===== src/rtl/bmp_24bit_stream_writer_defines.svh =====
// assertion macros for the bmp stream writer byte sequencer
`ifndef BMP_24BIT_STREAM_WRITER_DEFINES_SVH
`define BMP_24BIT_STREAM_WRITER_DEFINES_SVH

// property must hold at every rising clock edge outside reset
`define BMPW_ASSERT(label, clk, rst_n, prop, msg) \
    label: assert property (@(posedge clk) disable iff (!rst_n) prop) \
        else $error(msg);

// condition must never be seen outside reset
`define BMPW_ASSERT_NEVER(label, clk, rst_n, cond, msg) \
    label: assert property (@(posedge clk) disable iff (!rst_n) !(cond)) \
        else $error(msg);

`endif


===== src/rtl/bmpw_pkg.sv =====
// types, constants and header byte lookup for the bmp stream writer
`timescale 1ns / 1ps
`default_nettype none

package bmpw_pkg;

    // configuration register file
    localparam int unsigned CFG_W = 13;
    localparam int unsigned IDX_W = 2;
    localparam logic [IDX_W-1:0] CFG_IDX_WIDTH  = 2'd0;
    localparam logic [IDX_W-1:0] CFG_IDX_HEIGHT = 2'd1;
    localparam logic [CFG_W-1:0] WIDTH_RESET  = 13'd640;
    localparam logic [CFG_W-1:0] HEIGHT_RESET = 13'd480;

    // header layout
    localparam int unsigned HDR_IDX_W = 6;
    localparam logic [HDR_IDX_W-1:0] HDR_FIRST = 6'd0;
    localparam logic [HDR_IDX_W-1:0] HDR_LAST  = 6'd53;
    localparam logic [31:0] HDR_LEN   = 32'd54;
    localparam logic [31:0] INFO_SIZE = 32'd40;
    localparam logic [7:0]  BPP       = 8'd24;
    localparam logic [7:0]  PLANES    = 8'd1;
    localparam logic [7:0]  CHAR_B    = 8'h42;
    localparam logic [7:0]  CHAR_M    = 8'h4D;

    // command queue between front and back
    localparam int unsigned CMD_DEPTH = 2;
    localparam int unsigned PTR_W     = (CMD_DEPTH < 2) ? 1 : $clog2(CMD_DEPTH);
    localparam int unsigned CNT_QW    = $clog2(CMD_DEPTH + 1);

    // one classified pixel
    typedef struct packed {
        logic [7:0] blue;
        logic [7:0] green;
        logic [7:0] red;
        logic       hdr;
        logic [1:0] pad;
        logic       done;
    } t_cmd;

    // effective dimensions and image size
    typedef struct packed {
        logic [CFG_W-1:0] width;
        logic [CFG_W-1:0] height;
        logic [31:0]      img;
    } t_dims;

    typedef enum logic [2:0] {
        PH_START,
        PH_HDR,
        PH_BLUE,
        PH_GREEN,
        PH_RED,
        PH_PAD
    } t_phase;

    // byte at a given offset of the 54-byte file header
    function automatic logic [7:0] hdr_byte(
        input logic [HDR_IDX_W-1:0] idx,
        input logic [CFG_W-1:0]     w,
        input logic [CFG_W-1:0]     h,
        input logic [31:0]          img
    );
        logic [31:0] file_size;
        logic [31:0] wide_w;
        logic [31:0] neg_h;
        logic [7:0]  b;
        file_size = img + HDR_LEN;
        wide_w    = 32'(w);
        neg_h     = 32'd0 - 32'(h);
        unique case (idx)
            6'd0:    b = CHAR_B;
            6'd1:    b = CHAR_M;
            6'd2:    b = file_size[7:0];
            6'd3:    b = file_size[15:8];
            6'd4:    b = file_size[23:16];
            6'd5:    b = file_size[31:24];
            6'd10:   b = HDR_LEN[7:0];
            6'd14:   b = INFO_SIZE[7:0];
            6'd18:   b = wide_w[7:0];
            6'd19:   b = wide_w[15:8];
            6'd20:   b = wide_w[23:16];
            6'd21:   b = wide_w[31:24];
            6'd22:   b = neg_h[7:0];
            6'd23:   b = neg_h[15:8];
            6'd24:   b = neg_h[23:16];
            6'd25:   b = neg_h[31:24];
            6'd26:   b = PLANES;
            6'd28:   b = BPP;
            6'd34:   b = img[7:0];
            6'd35:   b = img[15:8];
            6'd36:   b = img[23:16];
            6'd37:   b = img[31:24];
            default: b = 8'd0;
        endcase
        return b;
    endfunction

endpackage

`default_nettype wire


===== src/rtl/bmpw_cfg.sv =====
// configuration registers, dimension clamping and image size
`timescale 1ns / 1ps
`default_nettype none

module bmpw_cfg #(
    parameter int MAX_DIM = 4096
) (
    input  wire logic                   i_clk,
    input  wire logic                   i_rst_n,
    input  wire logic                   i_cfg_valid,
    output logic                        o_cfg_ready,
    input  wire logic [bmpw_pkg::IDX_W-1:0] i_cfg_index,
    input  wire logic [bmpw_pkg::CFG_W-1:0] i_cfg_data,
    output bmpw_pkg::t_dims             o_dims
);
    import bmpw_pkg::*;

    logic [CFG_W-1:0] r_width;
    logic [CFG_W-1:0] r_height;
    logic [31:0]      r_img;
    logic [CFG_W-1:0] eff_w;
    logic [CFG_W-1:0] eff_h;
    logic [14:0]      row_bytes;

    assign o_cfg_ready = 1'b1;

    // register writes
    always_ff @(posedge i_clk) begin
        if (!i_rst_n) begin
            r_width  <= WIDTH_RESET;
            r_height <= HEIGHT_RESET;
        end else if (i_cfg_valid) begin
            if (i_cfg_index == CFG_IDX_WIDTH) begin
                r_width <= i_cfg_data;
            end
            if (i_cfg_index == CFG_IDX_HEIGHT) begin
                r_height <= i_cfg_data;
            end
        end
    end

    // zero counts as one, oversize counts as the maximum
    always_comb begin
        eff_w = r_width;
        if (r_width == '0) begin
            eff_w = CFG_W'(1);
        end else if (32'(r_width) > MAX_DIM) begin
            eff_w = CFG_W'(MAX_DIM);
        end
        eff_h = r_height;
        if (r_height == '0) begin
            eff_h = CFG_W'(1);
        end else if (32'(r_height) > MAX_DIM) begin
            eff_h = CFG_W'(MAX_DIM);
        end
    end

    // padded row length times rows, registered
    assign row_bytes = 15'(eff_w) * 15'd3 + 15'(eff_w[1:0]);

    always_ff @(posedge i_clk) begin
        r_img <= 32'(row_bytes * 28'(eff_h));
    end

    assign o_dims.width  = eff_w;
    assign o_dims.height = eff_h;
    assign o_dims.img    = r_img;

endmodule

`default_nettype wire


===== src/rtl/bmpw_front.sv =====
// pixel intake: column and row tracking, classification into commands
`timescale 1ns / 1ps
`default_nettype none

module bmpw_front #(
    parameter int CNT_W = 12
) (
    input  wire logic            i_clk,
    input  wire logic            i_rst_n,
    input  wire logic            i_push,
    input  wire logic [7:0]      i_blue,
    input  wire logic [7:0]      i_green,
    input  wire logic [7:0]      i_red,
    input  wire bmpw_pkg::t_dims i_dims,
    input  wire logic            i_q_full,
    output logic                 o_q_push,
    output bmpw_pkg::t_cmd       o_cmd
);
    import bmpw_pkg::*;

    logic [CNT_W-1:0] r_col;
    logic [CNT_W-1:0] r_row;
    logic [CNT_W-1:0] n_col;
    logic [CNT_W-1:0] n_row;
    logic             row_last;
    logic             frame_last;

    assign o_q_push = i_push && !i_q_full;

    // end of row and end of frame tests
    assign row_last   = (14'(r_col) + 14'd1) >= 14'(i_dims.width);
    assign frame_last = row_last && ((14'(r_row) + 14'd1) >= 14'(i_dims.height));

    // next counter values
    always_comb begin
        n_col = r_col + CNT_W'(1);
        n_row = r_row;
        if (row_last) begin
            n_col = '0;
            n_row = frame_last ? '0 : r_row + CNT_W'(1);
        end
    end

    always_ff @(posedge i_clk) begin
        if (!i_rst_n) begin
            r_col <= '0;
            r_row <= '0;
        end else if (o_q_push) begin
            r_col <= n_col;
            r_row <= n_row;
        end
    end

    // command for the back end
    always_comb begin
        o_cmd.blue  = i_blue;
        o_cmd.green = i_green;
        o_cmd.red   = i_red;
        o_cmd.hdr   = (r_col == '0) && (r_row == '0);
        o_cmd.pad   = row_last ? i_dims.width[1:0] : 2'd0;
        o_cmd.done  = frame_last;
    end

endmodule

`default_nettype wire


===== src/rtl/bmpw_cmd_fifo.sv =====
// short command queue between intake and byte sequencer
`timescale 1ns / 1ps
`default_nettype none

module bmpw_cmd_fifo (
    input  wire logic           i_clk,
    input  wire logic           i_rst_n,
    input  wire logic           i_push,
    input  wire bmpw_pkg::t_cmd i_cmd,
    output logic                o_full,
    input  wire logic           i_pop,
    output logic                o_empty,
    output bmpw_pkg::t_cmd      o_cmd
);
    import bmpw_pkg::*;

    t_cmd              r_mem [CMD_DEPTH];
    logic [PTR_W-1:0]  r_wr_ptr;
    logic [PTR_W-1:0]  r_rd_ptr;
    logic [CNT_QW-1:0] r_count;
    logic              do_push;
    logic              do_pop;

    assign o_full  = (r_count == CNT_QW'(CMD_DEPTH));
    assign o_empty = (r_count == '0);
    assign do_push = i_push && !o_full;
    assign do_pop  = i_pop && !o_empty;
    assign o_cmd   = r_mem[r_rd_ptr];

    // storage
    always_ff @(posedge i_clk) begin
        if (do_push) begin
            r_mem[r_wr_ptr] <= i_cmd;
        end
    end

    // pointers and fill level
    always_ff @(posedge i_clk) begin
        if (!i_rst_n) begin
            r_wr_ptr <= '0;
            r_rd_ptr <= '0;
            r_count  <= '0;
        end else begin
            if (do_push) begin
                r_wr_ptr <= (r_wr_ptr == PTR_W'(CMD_DEPTH - 1)) ? '0 : r_wr_ptr + PTR_W'(1);
            end
            if (do_pop) begin
                r_rd_ptr <= (r_rd_ptr == PTR_W'(CMD_DEPTH - 1)) ? '0 : r_rd_ptr + PTR_W'(1);
            end
            if (do_push && !do_pop) begin
                r_count <= r_count + CNT_QW'(1);
            end else if (do_pop && !do_push) begin
                r_count <= r_count - CNT_QW'(1);
            end
        end
    end

endmodule

`default_nettype wire


===== src/rtl/bmpw_back.sv =====
// byte sequencer: header, pixel bytes and row padding into the output register
`timescale 1ns / 1ps
`default_nettype none
`include "bmp_24bit_stream_writer_defines.svh"

module bmpw_back (
    input  wire logic            i_clk,
    input  wire logic            i_rst_n,
    input  wire logic            i_q_empty,
    input  wire bmpw_pkg::t_cmd  i_cmd,
    output logic                 o_q_pop,
    input  wire bmpw_pkg::t_dims i_dims,
    input  wire logic            i_pop,
    output logic                 o_empty,
    output logic [7:0]           o_data_byte,
    output logic                 o_last_of_run,
    output logic                 o_frame_end
);
    import bmpw_pkg::*;

    t_phase                r_phase;
    t_phase                n_phase;
    logic [HDR_IDX_W-1:0]  r_hdr_idx;
    logic [HDR_IDX_W-1:0]  n_hdr_idx;
    logic [1:0]            r_pad_cnt;
    logic [1:0]            n_pad_cnt;
    logic                  r_out_valid;
    logic [7:0]            r_out_data;
    logic                  r_out_last;
    logic                  r_out_end;
    logic                  step;
    logic [7:0]            byte_val;
    logic                  byte_last;

    // a byte moves when a command waits and the output slot frees up
    assign step = !i_q_empty && (!r_out_valid || i_pop);

    // next state
    always_comb begin
        n_phase   = r_phase;
        n_hdr_idx = r_hdr_idx;
        n_pad_cnt = r_pad_cnt;
        if (step) begin
            unique case (r_phase)
                PH_START: begin
                    if (i_cmd.hdr) begin
                        n_phase   = PH_HDR;
                        n_hdr_idx = HDR_FIRST + HDR_IDX_W'(1);
                    end else begin
                        n_phase = PH_GREEN;
                    end
                end
                PH_HDR: begin
                    if (r_hdr_idx == HDR_LAST) begin
                        n_phase = PH_BLUE;
                    end else begin
                        n_hdr_idx = r_hdr_idx + HDR_IDX_W'(1);
                    end
                end
                PH_BLUE:  n_phase = PH_GREEN;
                PH_GREEN: n_phase = PH_RED;
                PH_RED: begin
                    if (i_cmd.pad == 2'd0) begin
                        n_phase = PH_START;
                    end else begin
                        n_phase   = PH_PAD;
                        n_pad_cnt = i_cmd.pad;
                    end
                end
                PH_PAD: begin
                    if (r_pad_cnt == 2'd1) begin
                        n_phase = PH_START;
                    end else begin
                        n_pad_cnt = r_pad_cnt - 2'd1;
                    end
                end
                default: n_phase = PH_START;
            endcase
        end
    end

    // byte selection for the current phase
    always_comb begin
        byte_val  = 8'd0;
        byte_last = 1'b0;
        unique case (r_phase)
            PH_START: begin
                byte_val = i_cmd.hdr
                    ? hdr_byte(HDR_FIRST, i_dims.width, i_dims.height, i_dims.img)
                    : i_cmd.blue;
            end
            PH_HDR:   byte_val = hdr_byte(r_hdr_idx, i_dims.width, i_dims.height, i_dims.img);
            PH_BLUE:  byte_val = i_cmd.blue;
            PH_GREEN: byte_val = i_cmd.green;
            PH_RED: begin
                byte_val  = i_cmd.red;
                byte_last = (i_cmd.pad == 2'd0);
            end
            PH_PAD: begin
                byte_val  = 8'd0;
                byte_last = (r_pad_cnt == 2'd1);
            end
            default: byte_val = 8'd0;
        endcase
    end

    assign o_q_pop = step && byte_last;

    // sequencer state
    always_ff @(posedge i_clk) begin
        if (!i_rst_n) begin
            r_phase   <= PH_START;
            r_hdr_idx <= HDR_FIRST;
            r_pad_cnt <= 2'd0;
        end else begin
            r_phase   <= n_phase;
            r_hdr_idx <= n_hdr_idx;
            r_pad_cnt <= n_pad_cnt;
        end
    end

    // output register valid flag
    always_ff @(posedge i_clk) begin
        if (!i_rst_n) begin
            r_out_valid <= 1'b0;
        end else if (step) begin
            r_out_valid <= 1'b1;
        end else if (i_pop) begin
            r_out_valid <= 1'b0;
        end
    end

    // output register payload
    always_ff @(posedge i_clk) begin
        if (step) begin
            r_out_data <= byte_val;
            r_out_last <= byte_last;
            r_out_end  <= byte_last && i_cmd.done;
        end
    end

    assign o_empty       = !r_out_valid;
    assign o_data_byte   = r_out_data;
    assign o_last_of_run = r_out_last;
    assign o_frame_end   = r_out_end;

    // checks
    `BMPW_ASSERT(a_end_is_last, i_clk, i_rst_n,
        (r_out_valid && r_out_end) |-> r_out_last, "frame end without last of run")
    `BMPW_ASSERT(a_hold_on_stall, i_clk, i_rst_n,
        (r_out_valid && !i_pop) |=> (r_out_valid && $stable(r_out_data)),
        "output byte changed while stalled")
    `BMPW_ASSERT_NEVER(a_hdr_idx_range, i_clk, i_rst_n,
        (r_phase == PH_HDR) && (r_hdr_idx > HDR_LAST), "header index past end")
    `BMPW_ASSERT_NEVER(a_pad_zero, i_clk, i_rst_n,
        (r_phase == PH_PAD) && (r_pad_cnt == 2'd0), "padding phase with no bytes left")

endmodule

`default_nettype wire


===== src/rtl/bmp_24bit_stream_writer.sv =====
// top level of the 24-bit top-down bmp byte stream writer
//
//  channel   direction  handshake               payload
//  pixel     in         push / full             i_blue, i_green, i_red
//  bytes     out        empty / pop             o_data_byte, o_last_of_run, o_frame_end
//  config    in         i_cfg_valid/o_cfg_ready i_cfg_index, i_cfg_data
//
//  one byte per cycle from a single output register unless pop stalls or the queue is empty;
//  a pixel is 3 bytes, plus 54 header bytes first in a frame and 0 to 3 padding at row end
//  a two-entry command queue lets pixels be taken while earlier bytes still drain
//  synchronous active-low reset clears counters, queue and sequencer; no clearing pass
//  a stalled pop holds the byte; a full queue raises full until the sequencer frees an entry
`timescale 1ns / 1ps
`default_nettype none

module bmp_24bit_stream_writer #(
    parameter int MAX_DIM = 4096
) (
    input  wire logic                       i_clk,
    input  wire logic                       i_rst_n,
    input  wire logic                       push,
    output logic                            full,
    input  wire logic [7:0]                 i_blue,
    input  wire logic [7:0]                 i_green,
    input  wire logic [7:0]                 i_red,
    output logic                            empty,
    input  wire logic                       pop,
    output logic [7:0]                      o_data_byte,
    output logic                            o_last_of_run,
    output logic                            o_frame_end,
    input  wire logic                       i_cfg_valid,
    output logic                            o_cfg_ready,
    input  wire logic [bmpw_pkg::IDX_W-1:0] i_cfg_index,
    input  wire logic [bmpw_pkg::CFG_W-1:0] i_cfg_data
);
    import bmpw_pkg::*;

    // counter width follows MAX_DIM, capped at the 13-bit register width
    localparam int CNT_W = (MAX_DIM > 8191) ? 13 : ((MAX_DIM < 2) ? 1 : $clog2(MAX_DIM));

    t_dims dims;
    t_cmd  fr_cmd;
    t_cmd  q_cmd;
    logic  fr_push;
    logic  q_full;
    logic  q_empty;
    logic  q_pop;

    assign full = q_full;

    // configuration
    bmpw_cfg #(
        .MAX_DIM (MAX_DIM)
    ) u_cfg (
        .i_clk       (i_clk),
        .i_rst_n     (i_rst_n),
        .i_cfg_valid (i_cfg_valid),
        .o_cfg_ready (o_cfg_ready),
        .i_cfg_index (i_cfg_index),
        .i_cfg_data  (i_cfg_data),
        .o_dims      (dims)
    );

    // pixel intake
    bmpw_front #(
        .CNT_W (CNT_W)
    ) u_front (
        .i_clk    (i_clk),
        .i_rst_n  (i_rst_n),
        .i_push   (push),
        .i_blue   (i_blue),
        .i_green  (i_green),
        .i_red    (i_red),
        .i_dims   (dims),
        .i_q_full (q_full),
        .o_q_push (fr_push),
        .o_cmd    (fr_cmd)
    );

    // command queue
    bmpw_cmd_fifo u_fifo (
        .i_clk   (i_clk),
        .i_rst_n (i_rst_n),
        .i_push  (fr_push),
        .i_cmd   (fr_cmd),
        .o_full  (q_full),
        .i_pop   (q_pop),
        .o_empty (q_empty),
        .o_cmd   (q_cmd)
    );

    // byte sequencer
    bmpw_back u_back (
        .i_clk         (i_clk),
        .i_rst_n       (i_rst_n),
        .i_q_empty     (q_empty),
        .i_cmd         (q_cmd),
        .o_q_pop       (q_pop),
        .i_dims        (dims),
        .i_pop         (pop),
        .o_empty       (empty),
        .o_data_byte   (o_data_byte),
        .o_last_of_run (o_last_of_run),
        .o_frame_end   (o_frame_end)
    );

endmodule

`default_nettype wire


===== config.mk =====
export PLATFORM = sky130hd
export DESIGN_NAME = bmp_24bit_stream_writer
export DESIGN_NICKNAME = d
export VERILOG_FILES = /design/src/rtl/bmpw_pkg.sv /design/src/rtl/bmpw_cfg.sv /design/src/rtl/bmpw_front.sv /design/src/rtl/bmpw_cmd_fifo.sv /design/src/rtl/bmpw_back.sv /design/src/rtl/bmp_24bit_stream_writer.sv
export VERILOG_INCLUDE_DIRS = /design/src /design/src/rtl
export SDC_FILE = /design/constraint.sdc
export NUM_CORES = 1
export LEC_CHECK = 0
export ABC_AREA = 1
export BUFFER_PORTS_ARGS = -buffer_cell sky130_fd_sc_hd__buf_4
export CORE_UTILIZATION = 55
export CTS_CLUSTER_DIAMETER = 100
export DETAILED_ROUTE_END_ITERATION = 12
export GPL_ROUTABILITY_DRIVEN = 0
export PLACE_DENSITY_LB_ADDON = 0.15
export SLEW_MARGIN = 10
export SYNTH_ARGS = -nofsm -noshare
export SYNTH_HDL_FRONTEND = slang
export SYNTH_HIERARCHICAL = 1
export SYNTH_SLANG_ARGS = --single-unit
export TNS_END_PERCENT = 50

===== constraint.sdc =====
create_clock -name i_clk -period 9.8 [get_ports i_clk]
set_clock_uncertainty 0.05 [all_clocks]
set_input_delay 1.96 -clock i_clk [delete_from_list [all_inputs] [get_ports i_clk]]
set_output_delay 1.96 -clock i_clk [all_outputs]
set_load 0.02 [all_outputs]

==> reports/metrics.cfg, run 1 <==
[outcome]
status=finished clean

[setup_path]
cp_slowest_cell=fa_1
rr_endpoint=u_cfg/r_img[27]
timing.critical_path.mode_cell=inv_1
critPathTopFamily=adder cells
crit_type=reg -> reg
timing.rr.start=u_cfg/r_width[2]
ff2ff_path_depth=34
required_ps=10060
rrSetupSlack_ps=1870
arrival_ps=8190
startpoint_type=flop
path_max_fanout=10
end_kind=flop
cp_num_buf_inv=8
critPathMaxStageDelay_ps=600

[route]
avgViaCountPerCell=5.46
first_pass_iters=6
drc=0
vias=14300
wire_per_inst_microns=16.5
wl_mm=43.2
antenna_left=0
drt-initial-drc-count=1226

[sta]
setup_tns_ps=0
fin_crit_sh_pct=80.9
fmax_mhz=126
max_slew_margin_pct=31.4
rsz0062_at_grt=no
worstMarginPinSlew_ps=1030
hold_viol=0
drv_slew=0
final-setup-viol-count=0
finalCriticalPeriod_ps=7930

[floorplanning]
die_area_sq_mm=0.0307
pin_count=57
die_y_microns=175
initial_core_util_pct=55.8
die_w_microns=175
core_sq_mm=0.0296
fp-row-count=63

[global_route]
gr-usage-met3_pct=6.82
use_met2_pct=46.2
grt_pass1_vias=14100
grtUsageMet1_pct=39.0
track_usage_pct=29.1
grt_pass1_wl_mm=70.3
antenna_found_initial=0
grt_overflow=0
grt_max_degree=54
grt_busiest_layer=met2

[min_path]
min_path_cells=2
min_from=u_cfg/r_height[11]
holdPathEnd=u_cfg/r_height[11]
min_path_type=reg -> reg

[clocking]
tritoncts=done
postCtsSetupBuffers=0
clockBufferDepth=2
cts_sinks=160
cts_hold_buf=0
root_buffer=clkbuf_16
cts_resized=0
cts_buffers=17
htreeDepth=4
cts.reportedPaths.clkPinSlew_ps=80
insertion_delay_ps=440

[synthesis]
synth-edff-count=66
yosys_warnings=6
synthArstFlopShare_pct=0
ys_types=58
synthCells=2174
synthesis.area_sq_mm=0.0165
ys_seq_area_share_pct=23.4
ys_ff_latch=160
syn_area_per_cell_sq_um=7.60
synth_flop_cell=dfxtp_1

[power_and_ir_drop]
leakage_nw=8.71
vdd_drop_max_v=0.000215
powerDensity_mw_per_mm2=237

[final_layout]
final_common_cell=nand2_1
nets=2513
final_cell_mix=nand2_1, inv_1, nor2_1
area_growth_pct=6.90
drive_gt1_share_pct=9.95
fin_area_sq_mm=0.0177
diodes=0

[place]
port_buffers=55
hpwl_mm=34.3
place_area_sq_mm=0.0171

[run]
drv_cap=0

## layer usage
layer | vias to the layer above | part of all wire (%)
li1 | 6884 | -
met1 | 6738 | 44
met4 | 0 | 2.7
met5 | - | 0
met3 | 82 | 8.1
met2 | 551 | 45
## stage by stage
| stage | hold WS [ps] | std cells | total power (W) | util, % | worst slack, ps |
|---|---|---|---|---|---|
| CTS | 426 | 2610 | 0.00418 | 59.6 | 1930 |
| global route | 441 | 2610 | 0.00457 | 59.6 | 1280 |
| global placement | 410 | 2578 | 0.00347 | 57.6 | 2060 |
| floorplan | 394 | 2187 | 0.00282 | - | 2890 |
| detailed placement | 416 | 2578 | 0.00348 | 57.6 | 1960 |
| finish | 426 | 2610 | 0.00419 | 59.6 | 1870 |
## worst register-to-register path, delay by kind of cell, from the launching register on
family                   cells  cell delay (ps)
buffers and inverters        8              600
AO/OA/AOI/OAI                4             1090
AND/OR/NAND/NOR             12             1470
XOR/XNOR                     2              610
adder cells (fa/ha/maj)      8             3630
flip-flops                   1              330
## flip-flops by register name, summed over array words and instances (netlist names), named ones only
signal,flops
u_back/r_out_valid,1
u_back/o_frame_end,1
u_cfg/r_height,13
u_front/r_col,12
u_cfg/r_width,13
u_cfg/r_img,27
u_back/o_last_of_run,1
u_fifo/r_wr_ptr,1
u_back/o_data_byte,8
u_fifo/r_rd_ptr,1
u_front/r_row,12
u_fifo/r_mem,56
u_back/r_pad_cnt,2
u_back/r_phase,3
u_back/r_hdr_idx,6
u_fifo/r_count,2
## synth_stat cells (6+ instances only)
library cell  count  share of area, %
ha_1            134                10
xor2_1           31               1.6
inv_2            10              0.23
dfxtp_1          94                11
a21oi_1          77               2.3
o21ai_1          11              0.33
clkinv_1          6              0.14
mux2_4           20               1.8
o21ai_0          57               1.7
nand2_1         423               9.6
edfxtp_1         66                12
xnor2_1          12              0.64
nand3_2           6              0.36
buf_2             7              0.21
nand2_2          16              0.61
a21o_1           11              0.50
nor3_1           17              0.51
fa_1            128                16
inv_1           379               8.6
clkbuf_8          6              0.50
nor2_1          321               7.3
nor4_1            8              0.30
nand3_1         148               4.5
mux2_2            8              0.55
nand4_1          28               1.1
nor3_2           11              0.67
buf_4            33               1.5
nor2_2           19              0.72
clkbuf_1         12              0.27
a221oi_1          7              0.37
## area by class of cell
cell class                      count  area, sq um
Clock inverter                     15          168
Multi-Input combinational cell   1567        10700
Fill cell                        2779        12000
Timing Repair Buffer               66          495
Tap cell                          390          488
Clock buffer                       17          425
Inverter                          395         1480
Sequential cell                   160         3860
## worst max-delay path by stage
stage                                 from               to  slack [ps]  cells past startpoint
after global placement    u_cfg/r_width[4]  u_cfg/r_img[27]        2060                     34
after detailed placement  u_cfg/r_width[4]  u_cfg/r_img[26]        1960                     29
after floorplan           u_cfg/r_width[6]  u_cfg/r_img[23]        2890                     34
final                     u_cfg/r_width[2]  u_cfg/r_img[27]        1870                     34
after global routing      u_cfg/r_width[6]  u_cfg/r_img[26]        1280                     29
after CTS                 u_cfg/r_width[4]  u_cfg/r_img[26]        1930                     29
## kinds of logic (layout without fill, tap and decap cells)
family	Yosys count	in the layout	synth area share, %
buf+inv	460	493	11.9
flops	160	160	23.4
xor+xnor	49	49	2.87
mux	28	28	2.36
compound gates	194	194	6.83
fa+ha+maj	262	262	25.6
other cells	2	15	0.0454
simple gates	1019	1019	26.9
## power breakdown
group          internal (W)  switching (W)
clock              0.000363       0.000310
combinational      0.000909        0.00166
sequential         0.000843       0.000112
Note: power is estimated with default switching activity, not from simulation.
==> inputs of run 2 (changes only) <==
- clock period: 9.8 -> 7.5 ns (I/O delays scaled with it)
==> run 2 against run 1 <==
Against the previous run: the flow now finishes with violations (DRC); via count grew 1.9%; setup slack got worse by 1600 ps; sequential cell count unchanged; critical endpoint is now u_cfg/r_img[24].
==> reports/metrics.cfg, run 2 (synthesis results as in run 1) <==
[global_route]
grt_pass1_wl_mm=71.2  ; +1.3%
antenna_found_initial=0  ; unchanged
grt_max_degree=54  ; unchanged
gr-usage-met3_pct=5.71  ; -1.1 points
grtUsageMet1_pct=40.3  ; +1.3 points
track_usage_pct=29.6  ; +0.56 points
grt_pass1_vias=14100  ; -0.33%
use_met2_pct=47.8  ; +1.6 points
grt_overflow=0  ; unchanged
grt_busiest_layer=met2

[setup_path]
crit_type=reg -> reg
arrival_ps=7470  ; -720 ps
required_ps=7770  ; -2290 ps
timing.critical_path.mode_cell=fa_1
critPathMaxStageDelay_ps=580  ; -20 ps
startpoint_type=flop
end_kind=flop
path_max_fanout=10  ; unchanged
cp_slowest_cell=fa_1

[place]
hpwl_mm=35.1  ; +2.4%
place_area_sq_mm=0.0174  ; +1.7%
port_buffers=55  ; unchanged
pre_cts_slack_ps=-26.2  ; -1990 ps
placed_cells_incl_taps=2616  ; +1.5%

[sta]
worst_slack_ps=299  ; -1570 ps
hold_viol=0  ; unchanged
drv_slew=0  ; unchanged
max_slew_margin_pct=36.7  ; +5.3 points
worstMarginPinSlew_ps=948  ; -79.8 ps
fin_crit_sh_pct=96.0  ; +15 points
finalCriticalPeriod_ps=7200  ; -729 ps
final-setup-viol-count=0  ; unchanged
fmax_mhz=139  ; +10%

[route]
vias=14500  ; +1.9%
first_pass_iters=11  ; +5
wl_mm=44.5  ; +3.2%
drc=2  ; +2
avgViaCountPerCell=5.48  ; +0.33%
antenna_left=0  ; unchanged
wire_per_inst_microns=16.8  ; +1.6%
drt-initial-drc-count=1301  ; +6.1%

[min_path]
min_path_type=reg -> reg

[clocking]
tritoncts=done
clockBufferDepth=2  ; unchanged
cts_buffers=17  ; unchanged
htreeDepth=4  ; unchanged
cts_sinks=160  ; unchanged
root_buffer=clkbuf_16
cts.reportedPaths.clkPinSlew_ps=70  ; about the same
cts_hold_buf=0  ; unchanged
insertion_delay_ps=440  ; about the same

[final_layout]
seqCellArea_sq_mm=0.00386  ; unchanged
nets=2554  ; +1.6%
biggestRegsByFlops=u_fifo/r_mem x56, u_cfg/r_img x27
utilization_pct=61.2  ; +1.6 points
final_common_cell=nand2_1
diodes=0  ; unchanged
fillCellCount=2749  ; -1.1%
stdcell_count=2651  ; +1.6%
largest_register=u_fifo/r_mem
multi_input_area_sq_mm=0.0109  ; +1.1%
final_cell_mix=nand2_1, inv_1, nor2_1
area_growth_pct=9.69
drive_gt1_share_pct=12.9  ; +2.9 points
largest_reg_flops=56  ; unchanged
fin_area_sq_mm=0.0181  ; +2.6%

[power_and_ir_drop]
finalPower_w=0.00589  ; +40%
leakage_nw=8.92  ; +2.5%
vdd_drop_max_v=0.000365  ; +70%
powerDensity_mw_per_mm2=325  ; +37%

[floorplanning]
die_area_sq_mm=0.0307  ; unchanged
die_w_microns=175  ; unchanged
fp-row-count=63  ; unchanged
initial_core_util_pct=55.8  ; unchanged
die_y_microns=175  ; unchanged
core_sq_mm=0.0296  ; unchanged
pin_count=57  ; unchanged

[run]
drv_cap=0  ; unchanged

[outcome]
status=finished with violations
violations=DRC

-- run 2: routing by layer --
metal / vias to the layer above / share of wire (%)
li1: 6958 / -
met1: 6883 / 44
met2: 609 / 46
met3: 77 / 8.1
met4: 0 / 2.3
met5: - / 0
-- run 2: worst paths after layout --
check                      from            endpoint  slack [ps]  cells past startpoint
max            u_cfg/r_width[2]     u_cfg/r_img[24]         300                     29
min          u_back/r_out_valid  u_back/r_out_valid         430                      2
max reg2reg    u_cfg/r_width[2]     u_cfg/r_img[24]         300                     29
min reg2reg  u_back/r_out_valid  u_back/r_out_valid         430                      2
-- run 2: report_power, final --
part           internal, W  leakage [nW]  total (W)  switching (W)
logic              0.00139          7.23    0.00371        0.00232
clock network     0.000537         0.300   0.000933       0.000396
registers          0.00110          1.39    0.00125       0.000146
-- run 2: what timing repair did --
| action | 4_1_cts | 5_1_grt |
|---|---|---|
| gates cloned | 0 | 0 |
| buffers inserted | 0 | 3 |
| pin swaps | 0 | 3 |
| endpoints found under the setup margin | 2 | 16 |
| resized for setup | 7 | 31 |
-- run 2: stage by stage --
step | hold WS, ps | TNS, ps
6_report | 426 | 0
4_1_cts | 429 | 0
3_3_place_gp | 411 | 0
5_1_grt | 454 | -334
3_5_place_dp | 420 | -26.2
2_1_floorplan | 394 | 0
-- run 2: worst max-delay path: cells and delay by family, from the launching register on --
family	cells	cell delay [ps]
AND/OR/NAND/NOR	8	890
AO/OA/AOI/OAI	7	1370
flip-flops	1	320
adder cells (fa/ha/maj)	8	3670
XOR/XNOR	2	390
buffers and inverters	4	380
-- run 2: layout make-up --
type,instances,area share [%]
inverter,395,8.19
sequential,160,21.3
clock buffer,18,2.37
clock inverter,14,1.10
timing repair buffer,107,4.43
tap,390,2.69
multi-input combinational,1567,59.9
